$ cat src/hw/rtl/roccb_pkg.sv
// Shared types and constants for the ROC confusion counter bank.
package roccb_pkg;

  localparam int MAX_THRESHOLDS_DEF = 128;
  localparam int COUNT_WIDTH_DEF    = 32;

  localparam int SCORE_W = 16;
  localparam int TRUTH_W = 8;
  localparam int INDEX_W = 7;
  localparam int STEP_W  = 16;
  localparam int CNT_CFG_W = 8;
  localparam int OUT_W   = 32;

  localparam logic [TRUTH_W-1:0] TRUTH_CHANGED   = 8'd255;
  localparam logic [TRUTH_W-1:0] TRUTH_UNCHANGED = 8'd0;

  localparam int STEP_RESET  = 205;
  localparam int COUNT_RESET = 101;

  typedef enum logic [1:0] {
    CMD_PIXEL = 2'd0,
    CMD_READ  = 2'd1,
    CMD_CLEAR = 2'd2,
    CMD_NONE  = 2'd3
  } cmd_t;

  typedef enum logic {
    REG_STEP  = 1'b0,
    REG_COUNT = 1'b1
  } reg_idx_t;

  // Token handed from cell to cell, one stage per cycle while the row advances.
  typedef struct packed {
    logic                        vld;
    cmd_t                        op;
    logic signed [SCORE_W-1:0]   score;
    logic                        changed;
    logic [STEP_W-1:0]           thr;     // threshold of the cell it enters
    logic                        big;     // threshold beyond 16 bits
    logic [STEP_W-1:0]           step;
    logic [CNT_CFG_W-1:0]        count;
    logic [INDEX_W-1:0]          idx;
    logic [OUT_W-1:0]            tp;
    logic [OUT_W-1:0]            fn;
    logic [OUT_W-1:0]            fp;
    logic [OUT_W-1:0]            tn;
  } tok_t;

endpackage

$ cat src/hw/rtl/roccb_cell.sv
// One threshold cell: four saturating counters and a token stage.
module roccb_cell #(
  parameter int K       = 0,
  parameter int COUNT_W = roccb_pkg::COUNT_WIDTH_DEF
) (
  input  logic             clk,
  input  logic             rst_n,
  input  logic             adv,
  input  roccb_pkg::tok_t  tok_i,
  output roccb_pkg::tok_t  tok_o
);

  roccb_pkg::tok_t      tok_r, tok_nxt;
  logic [COUNT_W-1:0]   tp_r, fn_r, fp_r, tn_r;
  logic [COUNT_W-1:0]   tp_nxt, fn_nxt, fp_nxt, tn_nxt;
  logic [roccb_pkg::STEP_W:0] sum;
  logic signed [roccb_pkg::STEP_W:0] thr_s, score_s;
  logic                 active, marked, hit, is_pix;

  function automatic logic [COUNT_W-1:0] sat_inc(input logic [COUNT_W-1:0] c);
    sat_inc = (&c) ? c : c + COUNT_W'(1);
  endfunction

  function automatic logic [roccb_pkg::OUT_W-1:0] clip(input logic [COUNT_W-1:0] c);
    clip = (64'(c) > 64'hFFFF_FFFF) ? 32'hFFFF_FFFF : 32'(c);
  endfunction

  always_comb begin
    tok_nxt = tok_i;
    tp_nxt  = tp_r;
    fn_nxt  = fn_r;
    fp_nxt  = fp_r;
    tn_nxt  = tn_r;

    sum     = {1'b0, tok_i.thr} + {1'b0, tok_i.step};
    thr_s   = $signed({1'b0, tok_i.thr});
    score_s = $signed({tok_i.score[roccb_pkg::SCORE_W-1], tok_i.score});
    active  = 32'(tok_i.count) > 32'(K);
    marked  = tok_i.big || (score_s < thr_s);
    hit     = 32'(tok_i.idx) == 32'(K);
    is_pix  = tok_i.vld && (tok_i.op == roccb_pkg::CMD_PIXEL) && active;

    tok_nxt.thr = sum[roccb_pkg::STEP_W-1:0];
    tok_nxt.big = tok_i.big | sum[roccb_pkg::STEP_W];

    if (is_pix) begin
      if (tok_i.changed && marked)        tp_nxt = sat_inc(tp_r);
      else if (tok_i.changed)             fn_nxt = sat_inc(fn_r);
      else if (marked)                    fp_nxt = sat_inc(fp_r);
      else                                tn_nxt = sat_inc(tn_r);
    end

    if (tok_i.vld && (tok_i.op == roccb_pkg::CMD_READ) && hit) begin
      tok_nxt.tp = clip(tp_r);
      tok_nxt.fn = clip(fn_r);
      tok_nxt.fp = clip(fp_r);
      tok_nxt.tn = clip(tn_r);
    end

    if (tok_i.vld && (tok_i.op == roccb_pkg::CMD_CLEAR)) begin
      tp_nxt = '0;
      fn_nxt = '0;
      fp_nxt = '0;
      tn_nxt = '0;
    end
  end

  always_ff @(posedge clk) begin
    if (!rst_n) begin
      tok_r.vld <= 1'b0;
      tp_r      <= '0;
      fn_r      <= '0;
      fp_r      <= '0;
      tn_r      <= '0;
    end else if (adv) begin
      tok_r <= tok_nxt;
      tp_r  <= tp_nxt;
      fn_r  <= fn_nxt;
      fp_r  <= fp_nxt;
      tn_r  <= tn_nxt;
    end
  end

  assign tok_o = tok_r;

endmodule

$ cat config.mk
export PLATFORM = sky130hd
export DESIGN_NAME = roccb_cell
export DESIGN_NICKNAME = d
export VERILOG_FILES = /design/src/hw/rtl/roccb_pkg.sv /design/src/hw/rtl/roccb_cell.sv
export SDC_FILE = /design/constraint.sdc
export NUM_CORES = 1
export LEC_CHECK = 0
export BUFFER_PORTS_ARGS = -buffer_cell sky130_fd_sc_hd__buf_2
export CORE_MARGIN = 3
export CORE_UTILIZATION = 53
export CTS_CLUSTER_SIZE = 30
export DETAILED_ROUTE_END_ITERATION = 8
export PLACE_DENSITY = 0.8
export SYNTH_ARGS = -nofsm -noshare
export SYNTH_HDL_FRONTEND = slang
export SYNTH_SLANG_ARGS = --single-unit
$ cat constraint.sdc
create_clock -name clk -period 6.5 [get_ports clk]
set_input_delay 0.325 -clock clk [delete_from_list [all_inputs] [get_ports clk]]
set_output_delay 0.325 -clock clk [all_outputs]
set_load 0.02 [all_outputs]
=== Word-level counts from Yosys, hierarchy flattened ===
Index checks and enable logic that the tools add are counted.

* $add $sub $neg: 5
* $lt $le $gt $ge: 2
* Equal/unequal tests: 9
* Muxes and demuxes: 22
* Bitwise logic cells: 1
* Reduce and logical (&&, ||, !) cells: 22

{| class="wikitable"
|+ Operator list
! operator !! count
|-
| 32-bit 2-to-1 mux || 21
|-
| 32-bit by 1-bit adder with 32-bit output, second input constant || 4
|-
| 128-bit 2-to-1 mux || 1
|-
| 32-bit AND reduction || 4
|-
| 16-bit by 16-bit adder with 17-bit output || 1
|-
| 16-bit by 17-bit < comparator with 1-bit output || 1
|-
| 2-bit by 1-bit != test with 1-bit output, second input constant || 7
|-
| 6-bit AND reduction || 2
|-
| 8-bit by 1-bit > comparator with 1-bit output, second input constant || 1
|-
| 2-bit nonzero test || 4
|-
| 7-bit logical NOT || 1
|-
| 1-bit logical AND || 6
|-
| 5-bit AND reduction || 1
|-
| 4-bit AND reduction || 1
|-
| 2-bit by 1-bit equality test with 1-bit output, second input constant || 1
|-
| 2-bit equality test, second input constant || 1
|-
| 2-bit logical NOT || 1
|-
| 2-bit AND reduction || 1
|-
| 1-bit logical OR || 1
|-
| 1-bit OR || 1
|}

* Flip-flop bits (word level): 324
* Input bits: 199
* Output and inout bits: 196
* Logic and storage cells: 78

=== Longest topological paths before layout ===
Gate-level depths: netlist of run 1.

* Depth in word-level cells: 7
* Mapped depth: 12
* Depth with buffers taken out: 11

=== Worst setup path after synthesis of run 1 ===
No wires, ideal clock.

* Path kind: input port to flip-flop
* Start point: input rst_n
* End point: register tok_r, in the netlist tok_o[0] (enable)
* Library setup time: 0.578 ns
* Data arrival time: 5.338 ns
* Data required time: 5.922 ns
* Path slack: 0.583 ns
* Stages: 3
* Path buffers: 2
* Cell sequence: clkbuf_1 clkbuf_1 and2_1

* Cells in the longest elaborated chain, start to end: 1

{| class="wikitable"
|+ Ends and longest elaborated chain
! item !! RTL line !! source
|-
| start: declaration || roccb_cell.sv:7 || <nowiki>input logic rst_n,</nowiki>
|-
| 2-bit AND reduction (no source line) || n/a ||
|-
| end signal: assignment || roccb_cell.sv:76 || <nowiki>tok_r <= tok_nxt;</nowiki>
|-
| end: declaration || roccb_cell.sv:13 || <nowiki>roccb_pkg::tok_t tok_r, tok_nxt;</nowiki>
|}

No other way between the ends.
A chain may end at the register's enable or synchronous reset.

=== Worst setup path in the final report of run 1 ===
* Start point: input tok_i[136] in the netlist's numbering
* End point: register tn_r[29]

* Cells in the longest elaborated chain, start to end: 4

{| class="wikitable"
|+ Ends and longest elaborated chain
! item !! RTL line !! source
|-
| start: declaration || roccb_cell.sv:9 || <nowiki>input roccb_pkg::tok_t tok_i,</nowiki>
|-
| 8-bit by 1-bit > comparator with 1-bit output || roccb_cell.sv:38 || <nowiki>active = 32'(tok_i.count) > 32'(K);</nowiki>
|-
| 1-bit logical AND || roccb_cell.sv:41 || <nowiki>is_pix = tok_i.vld && (tok_i.op == roccb_pkg::CMD_PIXEL) && active;</nowiki>
|-
| 2-bit nonzero test (no source line) || n/a ||
|-
| 6-bit AND reduction (no source line) || n/a ||
|-
| end signal: assignment || roccb_cell.sv:80 || <nowiki>tn_r <= tn_nxt;</nowiki>
|-
| end: declaration || roccb_cell.sv:14 || <nowiki>logic [COUNT_W-1:0] tp_r, fn_r, fp_r, tn_r;</nowiki>
|}

No other way between the ends.

==> impl_metrics.yaml, run 1 <==
run_status:
  run_status: "complete, no violations"
synth:
  yosysSeqAreaShare_pct: 55.57
  synth_top_flop_cell: "edfxtp_1"
  syn_nets: 1564
  synth_largest_area_cell: "edfxtp_1"
  ys_async_sr_fraction_pct: 0
  yosysTopAreaCellShare_pct: 38.56
  netlist_instances: 1330
  synth_cell_types: 79
  ys.warnings.count: 0
  synth.avg_cell_area_sq_um: 11.42
  ys_ff_latch: 324
  synth-edff-count: 195
  yosysMostFrequentCell: "edfxtp_1"
  synth_area_sq_um: 15190
  synth_common_cells: "195 x edfxtp_1, 129 x dfxtp_1, 120 x mux2_2"
  netlist_top_cells_area: "edfxtp_1 39%, dfxtp_1 17%, mux2_2 8.9%, ha_1 2.8%, nand2_1 2.6%"
run:
  max_cap_violations: 0
clocking:
  clock-root-buffer: "clkbuf_16"
  clkTransAtPathRegs_ns: 0.06
  clk_path_buf_depth: 3
  htreeDepth: 2
  clock_latency_ns: 0.52
  post-cts-setup-buffers: 0
  cts_tree: "built"
  cts_made_buffers: 36
  clock_sinks: 324
place:
  dpl.hpwl_mm: 30.07
  place.gp.congestion: 0.8874
  port-buffer-count: 394
  placed_cells: 2050
final_layout:
  synthToLayoutAreaGrowth_pct: 24.92
  drive_gt1_share_pct: 34.05
  final_nets: 1977
  final_cell_count_no_fill: 2155
sta:
  timing.fmax_mhz: 282.0
  tightestPinTransition_ns: 1.286
  drv_slew: 0
  min_period_ns: 3.547
  slew_headroom_pct: 14.29
  finalSetupViolations: 0
  finalHoldViolations: 0
  fin_worst_skew_ns: 0.01597
  rsz0062_at_grt: "false"
  timing.final.crit_share_pct: 54.56
  fin_setup_tns_ns: 0
worst_setup_path:
  cp_cell_sequence: "dlygate4sd3_1 -> buf_2 -> nor4_1 -> a21oi_1 -> o21ai_1 -> nor2_1 -> a31oi_1 -> o311ai_0 -> o41ai_1"
  cpMaxStageDelayCell: "o21ai_1"
  rrSetupSlack_ns: 3.28
  cp_max_fo: 15
  start_kind: "primary input"
  critPathKind: "primary input to flop"
  required_ns: 6.90
  endpoint_kind: "flop"
  arrival_ns: 3.95
  slowest_delay_ns: 0.92
global_routing:
  grt_usage_pct: 26.88
  grt_max_degree: 196
  grt_antenna_before_repair: 8
  grt_pass1_vias: 12430
  grt-ovfl-total: 0
  grt_pass1_wl_mm: 66.63
route:
  wl_per_cell_microns: 20.17
  vias: 12840
  post-route-drc-count: 0
  wl_met3_mm: 3.668
  dr.pass1.iters: 6
  top_layer: "met5"
  routed_via_density: 5.960
  wl_met1_mm: 17.17
  first_iter_violations: 1016
  wl_met2_mm: 21.15
  ant_nets: 0
  finalWirelength_mm: 43.46
floorplanning:
  start_util_pct: 54.21
  rows: 61
  design.core.area_sq_um: 28010
  chipHeight_microns: 175.3
  fp.dieW_microns: 175.3
  fp.dieArea_sq_um: 30720
  ios: 395
pwr:
  peakVddDrop_uv: 220.5
  p_leak_nw: 7.348
  power_density_nw_per_um2: 253.0
worst_hold_path:
  min_path_type: "primary input to flop"
[critical path: cells and delay by family]
family,cells,cell delay [ns]
AO/OA/AOI/OAI,5,2.35
buffers and inverters,2,0.72
AND/OR/NAND/NOR,2,0.55
[kinds of logic (layout without fill, tap and decap cells)]
logic type / count (synthesis) / in the layout / share of synthesized area [%]
adder cells (fa/ha/maj): 35 / 35 / 2.933
AO/OA/AOI/OAI: 284 / 284 / 12.46
multiplexers: 125 / 125 / 9.228
flip-flops: 324 / 324 / 55.57
buffers and inverters: 91 / 532 / 2.463
XOR/XNOR: 30 / 30 / 1.730
AND/OR/NAND/NOR: 441 / 441 / 15.62
other: 0 / 6 / 0
[per-stage QoR]
stage | setup slack [ns] | total power (W) | hold slack [ns] | instance area (sq um) | utilization, %
finish | 2.953 | 0.004801 | 0.01581 | 18970 | 67.73
global route | 2.734 | 0.004939 | 0.001512 | 18970 | 67.73
CTS | 3.027 | 0.004826 | 0.0006739 | 18950 | 67.64
detailed placement | 3.009 | 0.002843 | 0.4902 | 17470 | 62.38
global placement | 3.084 | 0.002828 | 0.4743 | 17470 | 62.38
floorplan | 0.5833 | 0.002647 | 0.4239 | 15190 | -
[sequential cells by signal (all words and copies together) (netlist names)]
name and count:
tok_o 196, fn_r 32, fp_r 32, tn_r 32
tp_r 32
[what timing repair did]
action,CTS,global route
hold endpoints to repair,32,1
hold buffers,32,1
gates resized for setup,0,0
setup endpoints to repair,0,0
[area by class of cell]
class,instances,area [sq um]
inverters,29,108.9
flip-flops and latches,324,8438
fillers,2069,9040
clock buffers,55,1065
well taps,378,473.0
repair buffers,437,2390
multi-input cells,915,6394
clock inverters,11,87.58
diodes,6,15.01
[worst paths after layout]
path                                 start          to  cells past startpoint
worst max-delay path            tok_i[136]    tn_r[29]                      9
worst min-delay path            tok_i[149]  tok_o[149]                      1
worst max register to register     tn_r[0]     tn_r[8]                      8
worst min register to register    tn_r[27]    tn_r[27]                      2
[report_power, final]
| part | internal (W) | total [W] | switching, W |
|---|---|---|---|
| Combinational | 0.000196 | 0.000520 | 0.000324 |
| Sequential | 0.00228 | 0.00230 | 0.0000230 |
| Clock | 0.00117 | 0.00198 | 0.000803 |
| Total | 0.00365 | 0.00480 | 0.00115 |
[cells in the final DEF (no fill, tap or decap), types with 7 or more instances in the layout]
| cell | n |
|---|---|
| clkbuf_1 | 12 |
| nand4_1 | 25 |
| or4_1 | 34 |
| inv_1 | 29 |
| nand3_1 | 60 |
| o41ai_1 | 15 |
| o211ai_1 | 26 |
| dfxtp_1 | 129 |
| xnor2_1 | 20 |
| xor2_1 | 10 |
| and4_1 | 15 |
| edfxtp_1 | 195 |
| a21o_1 | 12 |
| nor4_1 | 8 |
| clkbuf_16 | 38 |
| nor3_1 | 23 |
| a31oi_1 | 20 |
| and3_1 | 27 |
| dlygate4sd3_1 | 33 |
| ha_1 | 34 |
| o31ai_1 | 14 |
| o21a_1 | 11 |
| nor2_1 | 66 |
| nand2_1 | 104 |
| or3_1 | 27 |
| o21ai_0 | 44 |
| a21oi_1 | 55 |
| buf_4 | 9 |
| o21ai_1 | 35 |
| and2_1 | 7 |
| buf_2 | 394 |
| mux2_2 | 120 |
[per-layer routing]
| layer | up-vias | global-route usage [%] |
|---|---|---|
| met5 | - | 0 |
| met2 | 685 | 45.39 |
| met1 | 6085 | 34.13 |
| met4 | 4 | 10.37 |
| met3 | 104 | 5.556 |
| li1 | 5965 | - |
(Power assumes the default switching activity.)
==> run 2, diff against run 1 <==
==> constraint.sdc (replaced) <==
create_clock -name clk -period 3.4 [get_ports clk]
set_input_delay 0.17 -clock clk [delete_from_list [all_inputs] [get_ports clk]]
set_output_delay 0.17 -clock clk [all_outputs]
set_load 0.02 [all_outputs]
==> impl_metrics.yaml, run 2 (synthesis gave the netlist of run 1 again) <==
floorplanning:
  design.core.area_sq_um: 28010
  fp.dieW_microns: 175.3
  start_util_pct: 54.21
  fp.dieArea_sq_um: 30720
  ios: 395
  chipHeight_microns: 175.3
  rows: 61
sta:
  fin_ws_ns: 0.2866
  drv_slew: 0
  tightestPinTransition_ns: 0.9346
  rsz0062_at_grt: "false"
  timing.fmax_mhz: 321.2
  min_period_ns: 3.113
  finalHoldViolations: 0
  fin_worst_skew_ns: 0.02360
  slew_headroom_pct: 37.42
  timing.final.crit_share_pct: 91.57
  fin_setup_tns_ns: 0
  finalSetupViolations: 0
worst_hold_path:
  min_path_type: "primary input to flop"
place:
  place_ws_ns: 0.2720
  dpl.hpwl_mm: 30.66
  port-buffer-count: 394
  place_area_sq_um: 17640
  placed_cells: 2066
  place.gp.congestion: 0.9241
route:
  finalWirelength_mm: 48.88
  first_iter_violations: 1486
  vias: 13900
  dr.pass1.iters: 6
  routed_via_density: 6.014
  wl_per_cell_microns: 21.15
  post-route-drc-count: 0
  ant_nets: 0
worst_setup_path:
  critPathKind: "primary input to flop"
  cp_max_fo: 14
  endpoint_kind: "flop"
  arrival_ns: 3.53
  required_ns: 3.81
  start_kind: "primary input"
final_layout:
  n_fill_cell: 1777
  synthToLayoutAreaGrowth_pct: 35.52
  drive_gt1_share_pct: 32.30
  final_cell_count_no_fill: 2311
  final_area_sq_um: 20580
  largest_reg_flops: 196
  final_nets: 2138
  layout_common_cells: "394 x buf_2, 195 x edfxtp_1, 178 x dlygate4sd3_1, 129 x dfxtp_1, 120 x mux2_2"
  final_common_cell: "buf_2"
clocking:
  cts_made_buffers: 36
  clock_latency_ns: 0.52
  clock_sinks: 324
  clk_path_buf_depth: 3
  clkTransAtPathRegs_ns: 0.06
  clock-root-buffer: "clkbuf_16"
  htreeDepth: 2
  cts_tree: "built"
pwr:
  p_leak_nw: 8.058
  power_density_nw_per_um2: 456.9
  peakVddDrop_uv: 363.4
  power_w: 0.009402
global_routing:
  grt-ovfl-total: 0
  grt_pass1_wl_mm: 75.56
  grt_max_degree: 137
  grt_antenna_before_repair: 4
  grt_usage_pct: 30.58
  grt_pass1_vias: 13780
run:
  max_cap_violations: 0
run_status:
  run_status: "complete, no violations"
[run 2: changes by cell type in the layout (fill, tap and decap cells not counted), moves of 2 or more]
cell / previous run / this run
buf_12: 1 / 5
buf_4: 9 / 21
clkbuf_1: 12 / 8
clkbuf_2: 0 / 2
clkinv_2: 5 / 7
diode_2: 6 / 1
dlygate4sd3_1: 33 / 178
[run 2: timing repair]
item,4_1_cts,5_1_grt
hold endpoints to repair,177,1
resized for setup,0,2
setup buffers,0,0
hold buffers,177,1
setup endpoints to repair,0,3
[run 2: worst max-delay path, cell delays in order]
cell and delay, ns:
dlygate4sd3_1 0.53, buf_2 0.14, ha_1 0.31, a21o_1 0.20, a21o_1 0.20, a2111oi_4 0.49, o211a_2 0.38, o21ai_2 0.24
nor2_4 0.30, nand2_1 0.22, o41ai_1 0.33
[run 2: path summary, 6_finish.rpt]
check / startpoint / to / slack, ns / cells after the start
max: tok_i[187] / fp_r[12] / 0.29 / 11
min: tok_i[27] / tok_o[27] / 0.03 / 3
max reg2reg: tp_r[1] / tp_r[2] / 0.38 / 9
min reg2reg: tn_r[18] / tn_r[18] / 0.50 / 2
[run 2: layout make-up]
class                   count  area, sq um  area share, %
well taps                 378        473.0          2.298
flip-flops and latches    324         8438          41.00
clock inverters            13        93.84         0.4560
inverters                  29        108.9         0.5289
repair buffers            598         4011          19.49
diodes                      1        2.502        0.01216
clock buffers              53         1054          5.119
multi-input cells         915         6399          31.09
[run 2: stage by stage]
step	utilization [%]	hold WS (ns)
2_1_floorplan	-	0.2689
5_1_grt	73.47	0.03047
6_report	73.47	0.03025
3_3_place_gp	62.99	0.3598
4_1_cts	73.41	0.005437
3_5_place_dp	62.99	0.3608
[run 2: routing by layer]
layer / routed length [microns] / track usage, %
met5: 34 / 0
met4: 1912 / 11.74
met3: 4141 / 6.572
met2: 24490 / 53.38
met1: 18310 / 37.17
[run 2: report_power, final]
| part | total [W] | internal [W] | switching (W) |
|---|---|---|---|
| sequential | 0.00441 | 0.00436 | 0.0000499 |
| combinational | 0.00118 | 0.000499 | 0.000678 |
| clock | 0.00382 | 0.00223 | 0.00158 |
==> run 3, diff against run 2 <==
--- a/config.mk
+++ b/config.mk
@@ -7,10 +7,10 @@
 export LEC_CHECK = 0
 export BUFFER_PORTS_ARGS = -buffer_cell sky130_fd_sc_hd__buf_2
 export CORE_MARGIN = 3
-export CORE_UTILIZATION = 53
+export CORE_UTILIZATION = 48
 export CTS_CLUSTER_SIZE = 30
 export DETAILED_ROUTE_END_ITERATION = 8
-export PLACE_DENSITY = 0.8
+export PLACE_DENSITY = 0.76
 export SYNTH_ARGS = -nofsm -noshare
 export SYNTH_HDL_FRONTEND = slang
 export SYNTH_SLANG_ARGS = --single-unit
==> constraint.sdc (replaced) <==
create_clock -name clk -period 2.6 [get_ports clk]
set_input_delay 0.13 -clock clk [delete_from_list [all_inputs] [get_ports clk]]
set_output_delay 0.13 -clock clk [all_outputs]
set_load 0.02 [all_outputs]
==> impl_metrics.yaml, run 3 (synthesis gave the netlist of run 1 again) <==
place:
  place_ws_ns: -0.2823
  place.gp.congestion: 0.9612
  port-buffer-count: 394
  dpl.hpwl_mm: 32.55
route:
  finalWirelength_mm: 49.47
  post-route-drc-count: 0
  first_iter_violations: 1207
  vias: 14070
  ant_nets: 0
  wl_per_cell_microns: 20.32
  routed_via_density: 5.781
  dr.pass1.iters: 7
floorplanning:
  rows: 64
  design.core.area_sq_um: 30910
  fp.dieW_microns: 183.9
  ios: 395
  start_util_pct: 49.13
  chipHeight_microns: 183.9
  fp.dieArea_sq_um: 33810
clocking:
  clock-root-buffer: "clkbuf_16"
  clk_path_buf_depth: 3
  htreeDepth: 2
  clkTransAtPathRegs_ns: 0.06
  cts_tree: "built"
  clock_latency_ns: 0.52
  clock_sinks: 324
  cts_made_buffers: 37
sta:
  timing.fmax_mhz: 390.4
  slew_headroom_pct: 47.08
  fin_ws_ns: 0.03837
  finalHoldViolations: 0
  holdWs_ns: 0.02078
  drv_slew: 0
  min_period_ns: 2.562
  fin_worst_skew_ns: 0.02255
  fin_setup_tns_ns: 0
  tightestPinTransition_ns: 0.7919
  finalSetupViolations: 0
  timing.final.crit_share_pct: 98.52
pwr:
  power_w: 0.01260
  peakVddDrop_uv: 416.2
  power_density_nw_per_um2: 583.1
  p_leak_nw: 8.644
worst_setup_path:
  critPathKind: "primary input to flop"
  rrSetupSlack_ns: 0.07
  endpoint_kind: "flop"
  r2r-end: "fp_r[28]"
  cp_max_fo: 3
  start_kind: "primary input"
  arrival_ns: 2.84
  reg2reg_from: "fp_r[1]"
  reg2reg_depth: 10
  required_ns: 2.88
final_layout:
  synthToLayoutAreaGrowth_pct: 42.29
  n_fill_cell: 2174
  final_common_cell: "buf_2"
  drive_gt1_share_pct: 36.31
  final_nets: 2241
  multi_input_area_sq_um: 6534
  final-seq-area_sq_um: 8438
  largest_reg_flops: 196
  layout_common_cells: "394 x buf_2, 195 x edfxtp_1, 180 x dlygate4sd3_1, 129 x dfxtp_1, 120 x mux2_2"
global_routing:
  grt_max_degree: 137
  grt_antenna_before_repair: 3
  grt_usage_pct: 27.76
  grt-ovfl-total: 0
  grt_pass1_wl_mm: 75.24
  grt_pass1_vias: 14040
run_status:
  run_status: "complete, no violations"
worst_hold_path:
  min_from: "tok_i[44]"
  hold_end: "tok_o[44]"
  min_path_type: "primary input to flop"
  min_delay_path_depth: 3
run:
  max_cap_violations: 0
run 3: per-layer routing:
layer | global-route usage [%] | part of all wire (%) | vias up
met3 | 5.046 | 7.0 | 150
li1 | - | - | 6482
met5 | 0 | 0 | -
met1 | 34.05 | 39 | 6785
met2 | 48.66 | 50 | 655
met4 | 10.86 | 3.8 | 0
run 3: final cells by class:
| cell class | count | share of cell area (%) |
|---|---|---|
| multi-input combinational | 915 | 30.24 |
| tap | 396 | 2.293 |
| inverter | 29 | 0.5038 |
| clock buffer | 54 | 4.922 |
| antenna | 3 | 0.03474 |
| timing repair buffer | 700 | 22.26 |
| clock inverter | 13 | 0.6948 |
| sequential | 324 | 39.05 |
run 3: metrics by stage:
stage | cell area [sq um] | util (%) | cells
2_1_floorplan | 15190 | - | 1330
3_3_place_gp | 18410 | 59.57 | 2180
3_5_place_dp | 18410 | 59.57 | 2180
4_1_cts | 21450 | 69.41 | 2427
5_1_grt | 21610 | 69.91 | 2434
6_report | 21610 | 69.91 | 2434
run 3: what timing repair did:
item | in CTS | in global routing
gates cloned | 0 | 0
hold endpoints to repair | 180 | 0
resized for setup | 4 | 25
hold buffers | 180 | 0
buffers inserted | 0 | 4
setup endpoints to repair | 10 | 64
pin swaps | 0 | 9
run 3: critical path, cell delays in order:
cell	delay, ns
dlygate4sd3_1	0.53
buf_2	0.12
ha_2	0.21
inv_1	0.06
fa_1	0.43
nor2b_2	0.15
o31a_1	0.20
o211ai_1	0.11
nand2_1	0.10
nand4_1	0.20
a31oi_4	0.30
a31oi_2	0.15
xnor2_1	0.15
run 3: where the power goes:
part           total (W)  switching [W]  internal (W)  leakage, nW
Sequential       0.00576      0.0000565       0.00570         2.87
Combinational    0.00161       0.000909      0.000702         5.17
Clock            0.00523        0.00209       0.00315        0.600
Total             0.0126        0.00305       0.00955         8.64
run 3: worst max-delay path by stage:
stage	startpoint	end	cells past startpoint
global route	tok_i[160]	tok_o[174]	13
floorplan	rst_n	tok_o[0]	3
finish	tok_i[160]	tok_o[174]	13
global placement	tok_i[135]	tp_r[6]	11
CTS	tp_r[4]	tp_r[8]	8
detailed placement	tok_i[135]	tp_r[7]	11
